### config.mk
export PLATFORM = sky130hd
export DESIGN_NAME = status_led_pattern_sequencer_core
export DESIGN_NICKNAME = d
export VERILOG_FILES = /design/src/rtl/slps_pkg.sv /design/src/rtl/status_led_pattern_sequencer_core.sv /design/src/rtl/slps_step.sv
export SDC_FILE = /design/constraint.sdc
export NUM_CORES = 1
export LEC_CHECK = 0
export BUFFER_PORTS_ARGS = -buffer_cell sky130_fd_sc_hd__buf_4
export CAP_MARGIN = 20
export CELL_PAD_IN_SITES_DETAIL_PLACEMENT = 0
export CELL_PAD_IN_SITES_GLOBAL_PLACEMENT = 2
export CORE_ASPECT_RATIO = 0.75
export CORE_UTILIZATION = 39
export CTS_CLUSTER_DIAMETER = 100
export CTS_CLUSTER_SIZE = 40
export DETAILED_ROUTE_END_ITERATION = 7
export GPL_ROUTABILITY_DRIVEN = 0
export GPL_TIMING_DRIVEN = 0
export PLACE_DENSITY_LB_ADDON = 0.1
export RECOVER_POWER = 100
export SKIP_CTS_REPAIR_TIMING = 1
export SLEW_MARGIN = 25
export SYNTH_ARGS = -nofsm -noshare
export SYNTH_HDL_FRONTEND = slang
export SYNTH_SLANG_ARGS = --single-unit
### constraint.sdc
create_clock -name i_clk -period 4.3 [get_ports i_clk]
set_input_delay 0.43 -clock i_clk [delete_from_list [all_inputs] [get_ports i_clk]]
set_output_delay 0.43 -clock i_clk [all_outputs]
set_load 0.05 [all_outputs]
### src/rtl/slps_pkg.sv
package slps_pkg;

    // Command codes
    localparam logic [1:0] CMD_TICK     = 2'd0;
    localparam logic [1:0] CMD_SET_MODE = 2'd1;
    localparam logic [1:0] CMD_CLEAR    = 2'd2;

    // Mode codes
    localparam logic [3:0] MODE_OFF         = 4'd0;
    localparam logic [3:0] MODE_GREEN       = 4'd1;
    localparam logic [3:0] MODE_RED         = 4'd2;
    localparam logic [3:0] MODE_AMBER       = 4'd3;
    localparam logic [3:0] MODE_AMBER_FAST  = 4'd4;
    localparam logic [3:0] MODE_RED_FAST    = 4'd5;
    localparam logic [3:0] MODE_RED_BLINK   = 4'd6;
    localparam logic [3:0] MODE_GREEN_BURST = 4'd7;
    localparam logic [3:0] MODE_RED_BURST   = 4'd8;
    localparam logic [3:0] MODE_RED_BURST5  = 4'd9;
    localparam logic [3:0] MODE_MAX         = MODE_RED_BURST5;

    // Thermal blanking: the tick that finds the count here blanks the LEDs
    localparam logic [3:0] THERMAL_LIMIT = 4'd12;

    // Phase timer: bit 7 is the blink phase, bits 6..0 a counter
    localparam logic [7:0] PHASE_BIT      = 8'h80;
    localparam logic [7:0] COUNT_MASK     = 8'h7F;
    localparam logic [6:0] RED_BLINK_HOLD = 7'd3;
    localparam logic [6:0] BURST3_LIMIT   = 7'd6;
    localparam logic [6:0] BURST5_LIMIT   = 7'd10;

    // Architectural state of the sequencer
    typedef struct packed {
        logic [3:0] mode;
        logic [7:0] phase;
        logic [3:0] thermal_count;
        logic       red;
        logic       green;
    } t_state;

    localparam t_state STATE_RESET = '{
        mode:          MODE_OFF,
        phase:         8'h00,
        thermal_count: 4'd0,
        red:           1'b0,
        green:         1'b0
    };

endpackage

### src/rtl/status_led_pattern_sequencer_core.sv
// Status LED pattern sequencer core.
// Input channel (i_valid / o_ready) carries one command item: tick, set mode
// or clear, with the thermal step-down flag and the new mode. Output channel
// (o_valid / i_ready) returns exactly one result item per command: the red
// and green LED levels and the mode after that command.
// An accepted item is held in an input register; when the result register is
// free or its item is being taken, the step logic updates the state and loads
// the result register, whose valid flag drives o_valid.
// Throughput is one item per cycle while the receiver keeps i_ready high: the
// input register refills in the same cycle it hands on its item, and the
// result register is the only thing gating it.
// When the receiver stalls, the result register holds its item and the
// input register holds one more; o_ready then drops until i_ready returns.
// Reset clears both valid flags and puts the state to mode off, timers zero
// and both LEDs low.
module status_led_pattern_sequencer_core (
    input  logic       i_clk,
    input  logic       i_rst_n,
    input  logic       i_valid,
    output logic       o_ready,
    input  logic [1:0] i_command,
    input  logic       i_thermal_step_down,
    input  logic [3:0] i_new_mode,
    output logic       o_valid,
    input  logic       i_ready,
    output logic       o_red_led,
    output logic       o_green_led,
    output logic [3:0] o_current_mode
);

    logic             r_in_valid;
    logic [1:0]       r_command;
    logic             r_thermal;
    logic [3:0]       r_new_mode;
    slps_pkg::t_state r_state;
    slps_pkg::t_state n_state;
    logic             r_out_valid;
    logic             r_red;
    logic             r_green;
    logic [3:0]       r_mode;
    logic             advance;

    // item moves from input register to result register
    assign advance = r_in_valid && (!r_out_valid || i_ready);
    assign o_ready = !r_in_valid || advance;

    // Input register
    always_ff @(posedge i_clk) begin
        if (!i_rst_n) begin
            r_in_valid <= 1'b0;
        end else if (o_ready) begin
            r_in_valid <= i_valid;
        end
        if (o_ready && i_valid) begin
            r_command  <= i_command;
            r_thermal  <= i_thermal_step_down;
            r_new_mode <= i_new_mode;
        end
    end

    // Next-state logic
    slps_step u_step (
        .i_state             (r_state),
        .i_command           (r_command),
        .i_thermal_step_down (r_thermal),
        .i_new_mode          (r_new_mode),
        .o_state             (n_state)
    );

    // State and result register
    always_ff @(posedge i_clk) begin
        if (!i_rst_n) begin
            r_state     <= slps_pkg::STATE_RESET;
            r_out_valid <= 1'b0;
        end else begin
            if (advance) begin
                r_state     <= n_state;
                r_out_valid <= 1'b1;
            end else if (i_ready) begin
                r_out_valid <= 1'b0;
            end
        end
        if (advance) begin
            r_red   <= n_state.red;
            r_green <= n_state.green;
            r_mode  <= n_state.mode;
        end
    end

    assign o_valid        = r_out_valid;
    assign o_red_led      = r_red;
    assign o_green_led    = r_green;
    assign o_current_mode = r_mode;

endmodule

### src/rtl/slps_step.sv
module slps_step (
    input  slps_pkg::t_state i_state,
    input  logic [1:0]       i_command,
    input  logic             i_thermal_step_down,
    input  logic [3:0]       i_new_mode,
    output slps_pkg::t_state o_state
);

    slps_pkg::t_state s_tick;
    logic [6:0]       cnt;
    logic [6:0]       burst_limit;
    logic [6:0]       blink_limit;
    logic             phase_on;

    assign cnt         = i_state.phase[6:0];
    assign phase_on    = i_state.phase[7];
    assign burst_limit = (i_state.mode == slps_pkg::MODE_RED_BURST5) ?
                         slps_pkg::BURST5_LIMIT : slps_pkg::BURST3_LIMIT;
    assign blink_limit = (i_state.mode == slps_pkg::MODE_RED_BLINK) ?
                         slps_pkg::RED_BLINK_HOLD : 7'd0;

    // One tick step of the pattern
    always_comb begin
        s_tick = i_state;
        if (i_thermal_step_down && (i_state.thermal_count >= slps_pkg::THERMAL_LIMIT)) begin
            // blanking tick: pattern does not step
            s_tick.thermal_count = 4'd0;
            s_tick.red           = 1'b0;
            s_tick.green         = 1'b0;
        end else begin
            s_tick.thermal_count = i_thermal_step_down ?
                                   (i_state.thermal_count + 4'd1) : 4'd0;
            case (i_state.mode)
                slps_pkg::MODE_OFF: begin
                    s_tick.red   = 1'b0;
                    s_tick.green = 1'b0;
                    s_tick.phase = 8'h00;
                end
                slps_pkg::MODE_GREEN: begin
                    s_tick.red   = 1'b0;
                    s_tick.green = 1'b1;
                end
                slps_pkg::MODE_RED: begin
                    s_tick.red   = 1'b1;
                    s_tick.green = 1'b0;
                end
                slps_pkg::MODE_AMBER: begin
                    s_tick.red   = 1'b1;
                    s_tick.green = 1'b1;
                end
                slps_pkg::MODE_AMBER_FAST: begin
                    s_tick.phase = phase_on ? 8'h00 : slps_pkg::PHASE_BIT;
                    s_tick.red   = !phase_on;
                    s_tick.green = !phase_on;
                end
                slps_pkg::MODE_RED_FAST, slps_pkg::MODE_RED_BLINK: begin
                    s_tick.green = 1'b0;
                    if (cnt < blink_limit) begin
                        s_tick.phase = {phase_on, cnt + 7'd1};
                        s_tick.red   = phase_on;
                    end else begin
                        s_tick.phase = phase_on ? 8'h00 : slps_pkg::PHASE_BIT;
                        s_tick.red   = !phase_on;
                    end
                end
                slps_pkg::MODE_GREEN_BURST, slps_pkg::MODE_RED_BURST,
                slps_pkg::MODE_RED_BURST5: begin
                    if (cnt > burst_limit) begin
                        // burst done: fall back to off, LEDs hold
                        s_tick.phase = i_state.phase & slps_pkg::COUNT_MASK;
                        s_tick.mode  = slps_pkg::MODE_OFF;
                    end else begin
                        s_tick.phase = {1'b0, cnt + 7'd1};
                        if (cnt[0]) begin
                            if (i_state.mode == slps_pkg::MODE_GREEN_BURST) begin
                                s_tick.green = 1'b1;
                            end else begin
                                s_tick.red = 1'b1;
                            end
                        end else begin
                            s_tick.red   = 1'b0;
                            s_tick.green = 1'b0;
                        end
                    end
                end
                default: begin
                    s_tick.thermal_count = s_tick.thermal_count;
                end
            endcase
        end
    end

    // Command decode
    always_comb begin
        o_state = i_state;
        unique case (i_command)
            slps_pkg::CMD_TICK: begin
                o_state = s_tick;
            end
            slps_pkg::CMD_SET_MODE: begin
                if (i_new_mode <= slps_pkg::MODE_MAX) begin
                    o_state.mode = i_new_mode;
                end
            end
            slps_pkg::CMD_CLEAR: begin
                o_state = slps_pkg::STATE_RESET;
            end
            default: begin
                o_state = i_state;
            end
        endcase
    end

endmodule
### Word level (Yosys, flattened, before mapping)

Cells that the tools add are included.

| operators by class | value |
|---|---|
| order comparisons | 4 |
| muxes and demuxes | 22 |
| add/subtract/negate cells | 2 |
| reductions and logical operators | 17 |
| equality and inequality tests | 15 |

Operators with widths:

| operator | number |
|---|---|
| 8-bit one-hot mux with 4 select lines | 1 |
| 14-bit one-hot mux with 2 select lines | 1 |
| 4-bit two-way mux | 5 |
| 4-bit by 3-bit == test with 1-bit output, second input constant | 4 |
| 8-bit two-way mux | 2 |
| 2-bit one-hot mux with 7 select lines | 1 |
| 12-bit two-way mux | 1 |
| 4-bit one-hot mux with 3 select lines | 1 |
| 5-bit AND reduction | 2 |
| 4-bit by 2-bit == test with 1-bit output, second input constant | 2 |
| 4-bit == test, second input constant | 2 |
| 7-bit by 1-bit adder with 7-bit output, second input constant | 1 |
| 7-bit > comparator | 1 |
| 7-bit < comparator | 1 |
| 7-bit two-way mux | 1 |
| 2-bit two-way mux | 3 |
| 6-bit two-way mux | 1 |
| 3-bit != test, second input constant | 2 |
| 1-bit two-way mux | 5 |
| 5-bit != test, second input constant | 1 |
| 4-bit by 1-bit adder with 4-bit output, second input constant | 1 |
| 4-bit by 1-bit == test with 1-bit output, second input constant | 1 |
| 4-bit >= comparator, second input constant | 1 |
| 4-bit less-or-equal comparator, second input constant | 1 |
| other kinds (12) | 18 |

| word-level totals | value |
|---|---|
| logic and storage cells | 74 |
| output and inout port bits | 8 |
| flip-flop bits (word level) | 33 |
| input port bits | 11 |

### Longest topological paths before layout

Gate-level depths: netlist of the first run.

| logic depth | value |
|---|---|
| word-level depth | 7 |
| mapped depth | 14 |
| mapped depth without buffers | 12 |

### By module

Synthesis of the first run repeated with hierarchy kept, for this count alone.

| second synthesis, totals | value |
|---|---|
| cells, all modules | 233 |
| area, all modules | 2067.0 um^2 |

Modules (own cells, without submodules):

| module | sequential area each (um^2) | area an instance (um^2) | cells each | instances |
|---|---|---|---|---|
| status_led_pattern_sequencer_core | 790.8 | 1207.4 | 100 | 1 |
| slps_step | 0.0 | 859.6 | 133 | 1 |

### Worst setup path before layout of the first run

Ideal clock, no wire load.

| path | value |
|---|---|
| kind | register -> register |
| from | register r_state[15] (netlist name) |
| to | register r_red, in the netlist o_red_led, data pin |
| library setup time | 0.256 ns |
| stages on the path, launching flop included | 14 |
| setup slack | 1.763 ns |
| period minus slack after synthesis | 2.537 ns |
| arrival time | 2.281 ns |
| buffers on the path | 2 |
| data required time | 4.044 ns |
| cells stage by stage | dfxtp_1 > buf_2 > buf_2 > nand3b_1 > ha_1 > nor4_4 > nand2_1 > ha_1 > nor2b_1 > a21oi_1 > nor2_1 > a211o_1 > a31oi_1 > nor2_1 |

RTL lines:

| element | RTL line | source |
|---|---|---|
| from (decl) | status_led_pattern_sequencer_core.sv:35 | `slps_pkg::t_state r_state;` |
| from (signal assigned) | status_led_pattern_sequencer_core.sv:73 | `r_state <= slps_pkg::STATE_RESET;` |
| from (signal assigned) | status_led_pattern_sequencer_core.sv:77 | `r_state <= n_state;` |
| to (signal assigned) | status_led_pattern_sequencer_core.sv:84 | `r_red <= n_state.red;` |
| to (decl) | status_led_pattern_sequencer_core.sv:38 | `logic r_red;` |

==> results.yml, run 1 <==
global_route:
  antenna_found_initial: 0
  grt_pass1_wl_um: 7730
  grt_max_degree: 11
  grt_pass1_vias: 1630
  track_usage_pct: 18.7
  grt-ovfl-total: 0
cells_and_area:
  nFillCells: 436
  drive_gt1_share_pct: 12.3
  multi_input_area_mm2: 0.00107
  antenna_cells: 0
  layout_common_cells: "28 x nand2_1, 20 x dfxtp_1, 19 x nor2_1, 17 x clkbuf_1, 15 x a21oi_1"
  area_delta_synth_final_pct: 13.0
  post-route-util_pct: 47.8
  seqCellArea_um2: 791
  nNetsFinal: 260
  layout_commonest_cell: "nand2_1"
sta:
  tightestPinTransition_ns: 0.602
  rsz0062_at_grt: "false"
  fin_crit_sh_pct: 76.6
  slew_viol_final: 0
  slew_headroom_pct: 60.1
  fin_crit_ns: 3.29
  finalHoldViolations: 0
  setup_tns_ns: 0
  fmax_ghz: 0.304
  setup_viol: 0
  fin_skew_ns: 0.00665
power:
  p_leak_nw: 0.808
  vdd_drop_max_uv: 191
  powerDensity_mw_per_mm2: 308
critical_path:
  r2r-start: "r_state[15]"
  crit_required_ns: 4.33
  end_kind: "flop"
  startpoint_type: "flop"
  worstSetupPathType: "reg2reg"
  critPathMaxFanout: 10
  critPathArrivalTime_ns: 3.32
  cp-startpoint: "r_state[15]"
synthesis:
  synthXorXnorAreaFrac_pct: 0
  yosys.area.top_type: "dfxtp_1"
  yosysWarnings: 0
  netlist.area_leader.share_pct: 20.4
  synth_simple_gate_area_share_pct: 27.0
  syn_nets: 235
  synth.distinct_cells: 57
  synth_seq_cells: 33
  syn_area_mm2: 0.00197
  synth_top_family_by_area: "simple AND/OR/NAND/NOR gates"
  ys_seq_area_share_pct: 40.2
  syn_avg_cell_area_um2: 9.06
  synth_mux_area_share_pct: 0.509
  synthTopCellsByArea: "dfxtp_1 20%, edfxtp_1 20%, nand2_1 5.3%, ha_1 4.5%, a21oi_1 3.8%"
  synth_compound_area_share_pct: 23.7
  syn-instance-count: 217
  yosys.area_share.adder_pct: 4.45
clock_tree:
  numCtsBuffers: 5
  cts_sinks: 33
  h-tree-depth: 2
  root_buffer: "clkbuf_8"
  clkTransAtPathRegs_ns: 0.07
  clk_latency_ns: 0.28
  cts.path.max_buffers: 2
  cts_tree: "yes"
drt:
  wirelength_um: 4640
  ant_nets: 0
  drt-vias-per-instance: 5.65
  vias: 1695
  first_pass_iters: 4
  drc: 0
  drt_iter0_markers: 93
  wire_per_inst_um: 15.5
place:
  io_buffers: 18
  dp_hpwl_um: 3460
floorplan:
  dieArea_mm2: 0.00533
  initial_utilization_pct: 42.3
  die_w_um: 84
  ios: 19
  core.rowCount: 21
  core_mm2: 0.00465
  die-height_um: 63.5
status:
  status: "completed"
min_path:
  hp-start: "i_thermal_step_down"
  hold_path.class: "in2reg"
run:
  max_cap_viol_count: 0
power by group:
group | leakage [nW] | switching (mW) | internal, mW
logic | 0.469 | 0.0436 | 0.0205
registers | 0.286 | 0.00488 | 0.334
clock network | 0.0528 | 0.111 | 0.171
total | 0.808 | 0.160 | 0.526
final timing paths:
| check | to | slack, ns | depth (start not counted) |
|---|---|---|---|
| max | o_red_led | 1.01 | 13 |
| min | r_thermal | 0.35 | 1 |
| max reg2reg | o_red_led | 1.01 | 13 |
| min reg2reg | r_state[1] | 0.49 | 2 |
through the flow:
step | hold WS, ns | instance area [µm²] | power, mW | cells | setup WS, ns
2_1_floorplan | 0.447 | 1970 | 0.391 | 217 | 1.76
3_3_place_gp | 0.463 | 2170 | 0.413 | 292 | 1.45
3_5_place_dp | 0.473 | 2170 | 0.415 | 292 | 1.38
4_1_cts | 0.317 | 2280 | 0.694 | 300 | 1.36
5_1_grt | 0.331 | 2220 | 0.711 | 300 | 0.805
6_report | 0.345 | 2220 | 0.685 | 300 | 1.01
flip-flops by register name (all words and copies together), names as in the netlist:
register,cells
r_state,18
o_current_mode,4
r_new_mode,4
r_command,2
o_green_led,1
o_red_led,1
o_valid,1
r_in_valid,1
r_thermal,1
cell usage after synthesis, drive strengths merged:
cell type,instances
nand4b,1
a211o,1
dfxtp,20
nor2b,7
o31ai,4
nor3,7
a211oi,2
o21ai,11
or3,1
mux2i,1
buf,5
or2,2
and3,3
o211ai,2
a21oi,16
nand3b,5
a21boi,7
nor3b,2
o21bai,1
a31o,1
o21a,3
a21o,2
o31a,1
or4,1
nor2,20
nand2,29
nand3,6
nor4,1
and2,3
o21ba,1
inv,6
o221ai,4
nand2b,6
edfxtp,13
a41oi,3
o22ai,2
a31oi,2
ha,7
clkbuf,5
o221a,1
nand4,2
worst max-delay path, stage by stage, from the launching register on:
cell,delay (ns)
dfxtp_1,0.37
clkbuf_1,0.38
clkbuf_1,0.39
nand3b_1,0.16
ha_1,0.25
nor4_4,0.28
nand2_1,0.10
ha_1,0.31
nor2_1,0.04
nand2_1,0.08
a21oi_1,0.09
a211o_1,0.31
a31oi_1,0.20
nor2_1,0.08
metal layers:
| metal | track usage [%] | vias to the layer above | wire (µm) |
|---|---|---|---|
| met5 | 0 | - | 0 |
| met4 | 5.39 | 0 | 53 |
| met3 | 4.19 | 8 | 215 |
| met2 | 30.0 | 48 | 2100 |
| met1 | 25.3 | 801 | 2270 |
| li1 | - | 838 | - |
kinds of logic (layout without fill, tap and decap cells):
family	Yosys count	after routing
buffers and inverters	16	42
and+or+nand+nor	96	96
DFF	33	33
AOI/OAI and AO/OA	64	64
muxes	1	1
adders and majority gates	7	7
final cells by class:
type / count / share of cell area, %
Sequential cell: 33 / 35.6
Clock buffer: 6 / 3.26
Tap cell: 57 / 3.21
Clock inverter: 2 / 1.52
Inverter: 6 / 1.01
Timing Repair Buffer: 18 / 4.56
Multi-Input combinational cell: 168 / 48.3
Buffer: 10 / 2.53
(Power assumes the default switching activity.)
==> inputs of run 2 (changes only) <==
--- a/config.mk
+++ b/config.mk
@@ -10,7 +10,7 @@
 export CELL_PAD_IN_SITES_DETAIL_PLACEMENT = 0
 export CELL_PAD_IN_SITES_GLOBAL_PLACEMENT = 2
 export CORE_ASPECT_RATIO = 0.75
-export CORE_UTILIZATION = 39
+export CORE_UTILIZATION = 36
 export CTS_CLUSTER_DIAMETER = 100
 export CTS_CLUSTER_SIZE = 40
 export DETAILED_ROUTE_END_ITERATION = 7
==> constraint.sdc (replaced) <==
create_clock -name i_clk -period 3.44 [get_ports i_clk]
set_input_delay 0.344 -clock i_clk [delete_from_list [all_inputs] [get_ports i_clk]]
set_output_delay 0.344 -clock i_clk [all_outputs]
set_load 0.05 [all_outputs]
==> results.yml, run 2 (synthesized netlist as in run 1, its figures left out) <==
critical_path:
  r2r-start: "r_state[14]"
  critPathBufInv: 2
  critical_path.max_stage_delay_ns: 0.46
  r2r_cells: 10
  startpoint_type: "flop"
  end_kind: "flop"
  critPathArrivalTime_ns: 3.20
  path_delay_family: "compound AO/OA/AOI/OAI gates"
  r2r_setup_slack_ns: 0.46
  crit_required_ns: 3.66
  r2r_end: "r_state[11]"
  worstSetupPathType: "reg2reg"
  endpoint: "r_state[11]"
  cp-startpoint: "r_state[14]"
  critPathMaxFanout: 10
  worst-path-stages: 10
  crit_chain: "clkbuf_1, nand2_1, inv_1, ha_1, and3_1, o31ai_1, nand2_2, o221ai_1, o21ai_0, nor2_1"
  cp_slowest_cell: "dfxtp_1"
clock_tree:
  clkTransAtPathRegs_ns: 0.07
  clk_latency_ns: 0.29
  cts_tree: "yes"
  h-tree-depth: 2
  numCtsBuffers: 5
  cts.path.max_buffers: 2
  root_buffer: "clkbuf_8"
  cts_sinks: 33
cells_and_area:
  largest-register: "r_state"
  layout_commonest_cell: "nand2_1"
  drive_gt1_share_pct: 13.2
  fin_area_mm2: 0.00223
  nNetsFinal: 260
  seqCellArea_um2: 791
  nFillCells: 526
  layout_common_cells: "28 x nand2_1, 20 x dfxtp_1, 19 x nor2_1, 15 x clkbuf_1, 15 x a21oi_1"
  largest_reg_flops: 18
  antenna_cells: 0
  multi_input_area_mm2: 0.00107
  area_delta_synth_final_pct: 13.2
sta:
  setup_viol: 0
  tightestPinTransition_ns: 0.612
  slew_headroom_pct: 59.4
  setup_tns_ns: 0
  fin_crit_ns: 2.98
  rsz0062_at_grt: "false"
  fin_crit_sh_pct: 86.6
  finalHoldViolations: 0
  fmax_ghz: 0.336
  fin_skew_ns: 0.00466
  slew_viol_final: 0
floorplan:
  dieArea_mm2: 0.00577
  core.rowCount: 22
  core_mm2: 0.00506
  die-height_um: 66.0
  die_w_um: 87.4
  initial_utilization_pct: 38.8
  ios: 19
drt:
  first_pass_iters: 4
  drt_iter0_markers: 100
  ant_nets: 0
  wire_per_inst_um: 14.7
  drt-vias-per-instance: 5.25
  wirelength_um: 4640
  vias: 1653
  drc: 0
global_route:
  grt_pass1_vias: 1555
  antenna_found_initial: 0
  grt-ovfl-total: 0
  grt_pass1_wl_um: 7710
  track_usage_pct: 18.3
  grt_max_degree: 12
run:
  max_cap_viol_count: 0
place:
  placed_area_mm2: 0.00219
  dp_hpwl_um: 3470
  io_buffers: 18
status:
  status: "completed"
power:
  vdd_drop_max_uv: 195
  p_leak_nw: 0.807
  powerDensity_mw_per_mm2: 366
min_path:
  hold_path.class: "in2reg"
  hp-start: "i_thermal_step_down"
==> run 2: where the power goes <==
| group | internal, mW | leakage (nW) | total [mW] | switching (mW) |
|---|---|---|---|---|
| Sequential | 0.417 | 0.286 | 0.424 | 0.00631 |
| Combinational | 0.0254 | 0.476 | 0.0791 | 0.0537 |
| Clock | 0.163 | 0.0445 | 0.311 | 0.148 |
==> run 2: cell type report <==
type / instances / share of cell area (%)
well taps: 72 / 4.05
clock buffers: 7 / 3.88
plain buffers: 10 / 2.64
inverters: 6 / 1.01
clock inverters: 1 / 0.337
repair buffers: 18 / 4.55
flip-flops and latches: 33 / 35.5
multi-input cells: 168 / 48.0
==> run 2: layer usage <==
layer | GRT usage [%] | share of wire [%] | vias up
li1 | - | - | 843
met4 | 5.12 | 1.1 | 0
met1 | 26.5 | 52 | 771
met3 | 6.24 | 5.0 | 6
met5 | 0 | 0 | -
met2 | 25.5 | 42 | 33
==> run 2: through the flow <==
stage / setup slack, ns / cells / hold slack, ns / power, mW / utilization (%)
6_report: 0.461 / 315 / 0.249 / 0.814 / 43.9
5_1_grt: 0.188 / 315 / 0.227 / 0.855 / 43.9
4_1_cts: 0.551 / 315 / 0.216 / 0.834 / 45.1
3_5_place_dp: 0.567 / 307 / 0.472 / 0.519 / 43.3
3_3_place_gp: 0.571 / 307 / 0.462 / 0.517 / 43.3
2_1_floorplan: 0.903 / 217 / 0.443 / 0.489 / -
==> run 2: worst min-delay path by stage <==
stage | slack (ns) | endpoint | depth (start not counted)
2_1_floorplan | 0.44 | r_command[0] | 0
3_3_place_gp | 0.46 | r_state[4] | 2
3_5_place_dp | 0.47 | r_state[1] | 2
4_1_cts | 0.22 | r_thermal | 1
5_1_grt | 0.23 | r_thermal | 1
6_report | 0.25 | r_thermal | 1
==> inputs of run 3 (changes only) <==
--- a/config.mk
+++ b/config.mk
@@ -16,6 +16,7 @@
 export DETAILED_ROUTE_END_ITERATION = 7
 export GPL_ROUTABILITY_DRIVEN = 0
 export GPL_TIMING_DRIVEN = 0
+export MAX_ROUTING_LAYER = met4
 export PLACE_DENSITY_LB_ADDON = 0.1
 export RECOVER_POWER = 100
 export SKIP_CTS_REPAIR_TIMING = 1
==> results.yml, run 3 (synthesized netlist as in run 1, its figures left out) <==
status:
  status: "completed"
cells_and_area:
  multi_input_area_mm2: 0.00107
  nNetsFinal: 260
  antenna_cells: 0
  post-route-util_pct: 43.9
  seqCellArea_um2: 791
  fin_area_mm2: 0.00223
  layout_commonest_cell: "nand2_1"
  layout.cells.non_filler: 315
  largest-register: "r_state"
  nFillCells: 526
  layout_common_cells: "28 x nand2_1, 20 x dfxtp_1, 19 x nor2_1, 15 x clkbuf_1, 15 x a21oi_1"
  drive_gt1_share_pct: 13.2
  largest_reg_flops: 18
  area_delta_synth_final_pct: 13.2
critical_path:
  critPathArrivalTime_ns: 3.20
  worstSetupPathType: "reg2reg"
  end_kind: "flop"
  startpoint_type: "flop"
  r2r-start: "r_state[14]"
  critPathMaxFanout: 10
  crit_required_ns: 3.66
  cp-startpoint: "r_state[14]"
global_route:
  met2_usage_pct: 25.5
  grt_pass1_vias: 1555
  grt-ovfl-total: 0
  grt_busiest_layer: "met1"
  use_met3_pct: 5.99
  track_usage_pct: 18.8
  grt_pass1_wl_um: 7710
  antenna_found_initial: 0
  grtUsageMet1_pct: 26.6
  grt_max_degree: 12
clock_tree:
  cts_tree: "yes"
  clk_latency_ns: 0.29
  numCtsBuffers: 5
  clkTransAtPathRegs_ns: 0.07
  h-tree-depth: 2
  cts_sinks: 33
  root_buffer: "clkbuf_8"
  cts.path.max_buffers: 2
sta:
  slew_headroom_pct: 58.9
  fmax_ghz: 0.336
  fin_skew_ns: 0.00462
  tightestPinTransition_ns: 0.619
  setup_viol: 0
  hold_slack_ns: 0.250
  fin_crit_ns: 2.98
  slew_viol_final: 0
  setup_slack_ns: 0.463
  rsz0062_at_grt: "false"
  finalHoldViolations: 0
  fin_crit_sh_pct: 86.6
  setup_tns_ns: 0
drt:
  wirelength_um: 4650
  vias: 1658
  drt-vias-per-instance: 5.26
  wire_per_inst_um: 14.8
  drt_iter0_markers: 99
  first_pass_iters: 4
  drc: 0
  ant_nets: 0
min_path:
  hold_path.class: "in2reg"
  hp-start: "i_thermal_step_down"
place:
  dp_cells: 307
  dp_hpwl_um: 3470
  io_buffers: 18
  placed_area_mm2: 0.00219
  pre_cts_ws_ns: 0.567
power:
  powerDensity_mw_per_mm2: 365
  p_leak_nw: 0.807
  total_power_mw: 0.813
  vdd_drop_max_uv: 195
floorplan:
  core_mm2: 0.00506
  initial_utilization_pct: 38.8
  core.rowCount: 22
  dieArea_mm2: 0.00577
  ios: 19
  die_w_um: 87.4
  die-height_um: 66.0
run:
  max_cap_viol_count: 0
## run 3: cell counts in the layout (fill, tap and decap cells not counted)
No cell type changed its count.
## run 3: layer usage
layer / share of wire, % / wire, µm
met4: 1.2 / 54
met3: 5.4 / 250
met1: 51 / 2390
met2: 42 / 1960
met5: 0 / 0
## run 3: worst paths after layout
| kind | slack, ns | end | depth (start not counted) |
|---|---|---|---|
| max | 0.46 | r_state[11] | 10 |
| max reg2reg | 0.46 | r_state[11] | 10 |
| min | 0.25 | r_thermal | 1 |
| min reg2reg | 0.48 | r_state[1] | 2 |
## run 3: layout make-up
type,instances,area share (%)
Multi-Input combinational cell,168,48.0
Sequential cell,33,35.5
Timing Repair Buffer,18,4.55
Tap cell,72,4.05
Clock buffer,7,3.88
Buffer,10,2.64
Inverter,6,1.01
Clock inverter,1,0.337
## run 3: report_power, final
part | internal [mW] | switching [mW] | leakage (nW)
Clock | 0.163 | 0.148 | 0.0445
Combinational | 0.0254 | 0.0536 | 0.476
Sequential | 0.417 | 0.00629 | 0.286
## run 3: worst max-delay path: stages (launching register included)
cell and delay [ns]:
dfxtp_1 0.46, clkbuf_1 0.39, nand2_1 0.14, inv_1 0.08, ha_1 0.24, and3_1 0.21, o31ai_1 0.38, nand2_2 0.13
o221ai_1 0.45, o21ai_0 0.28, nor2_1 0.15
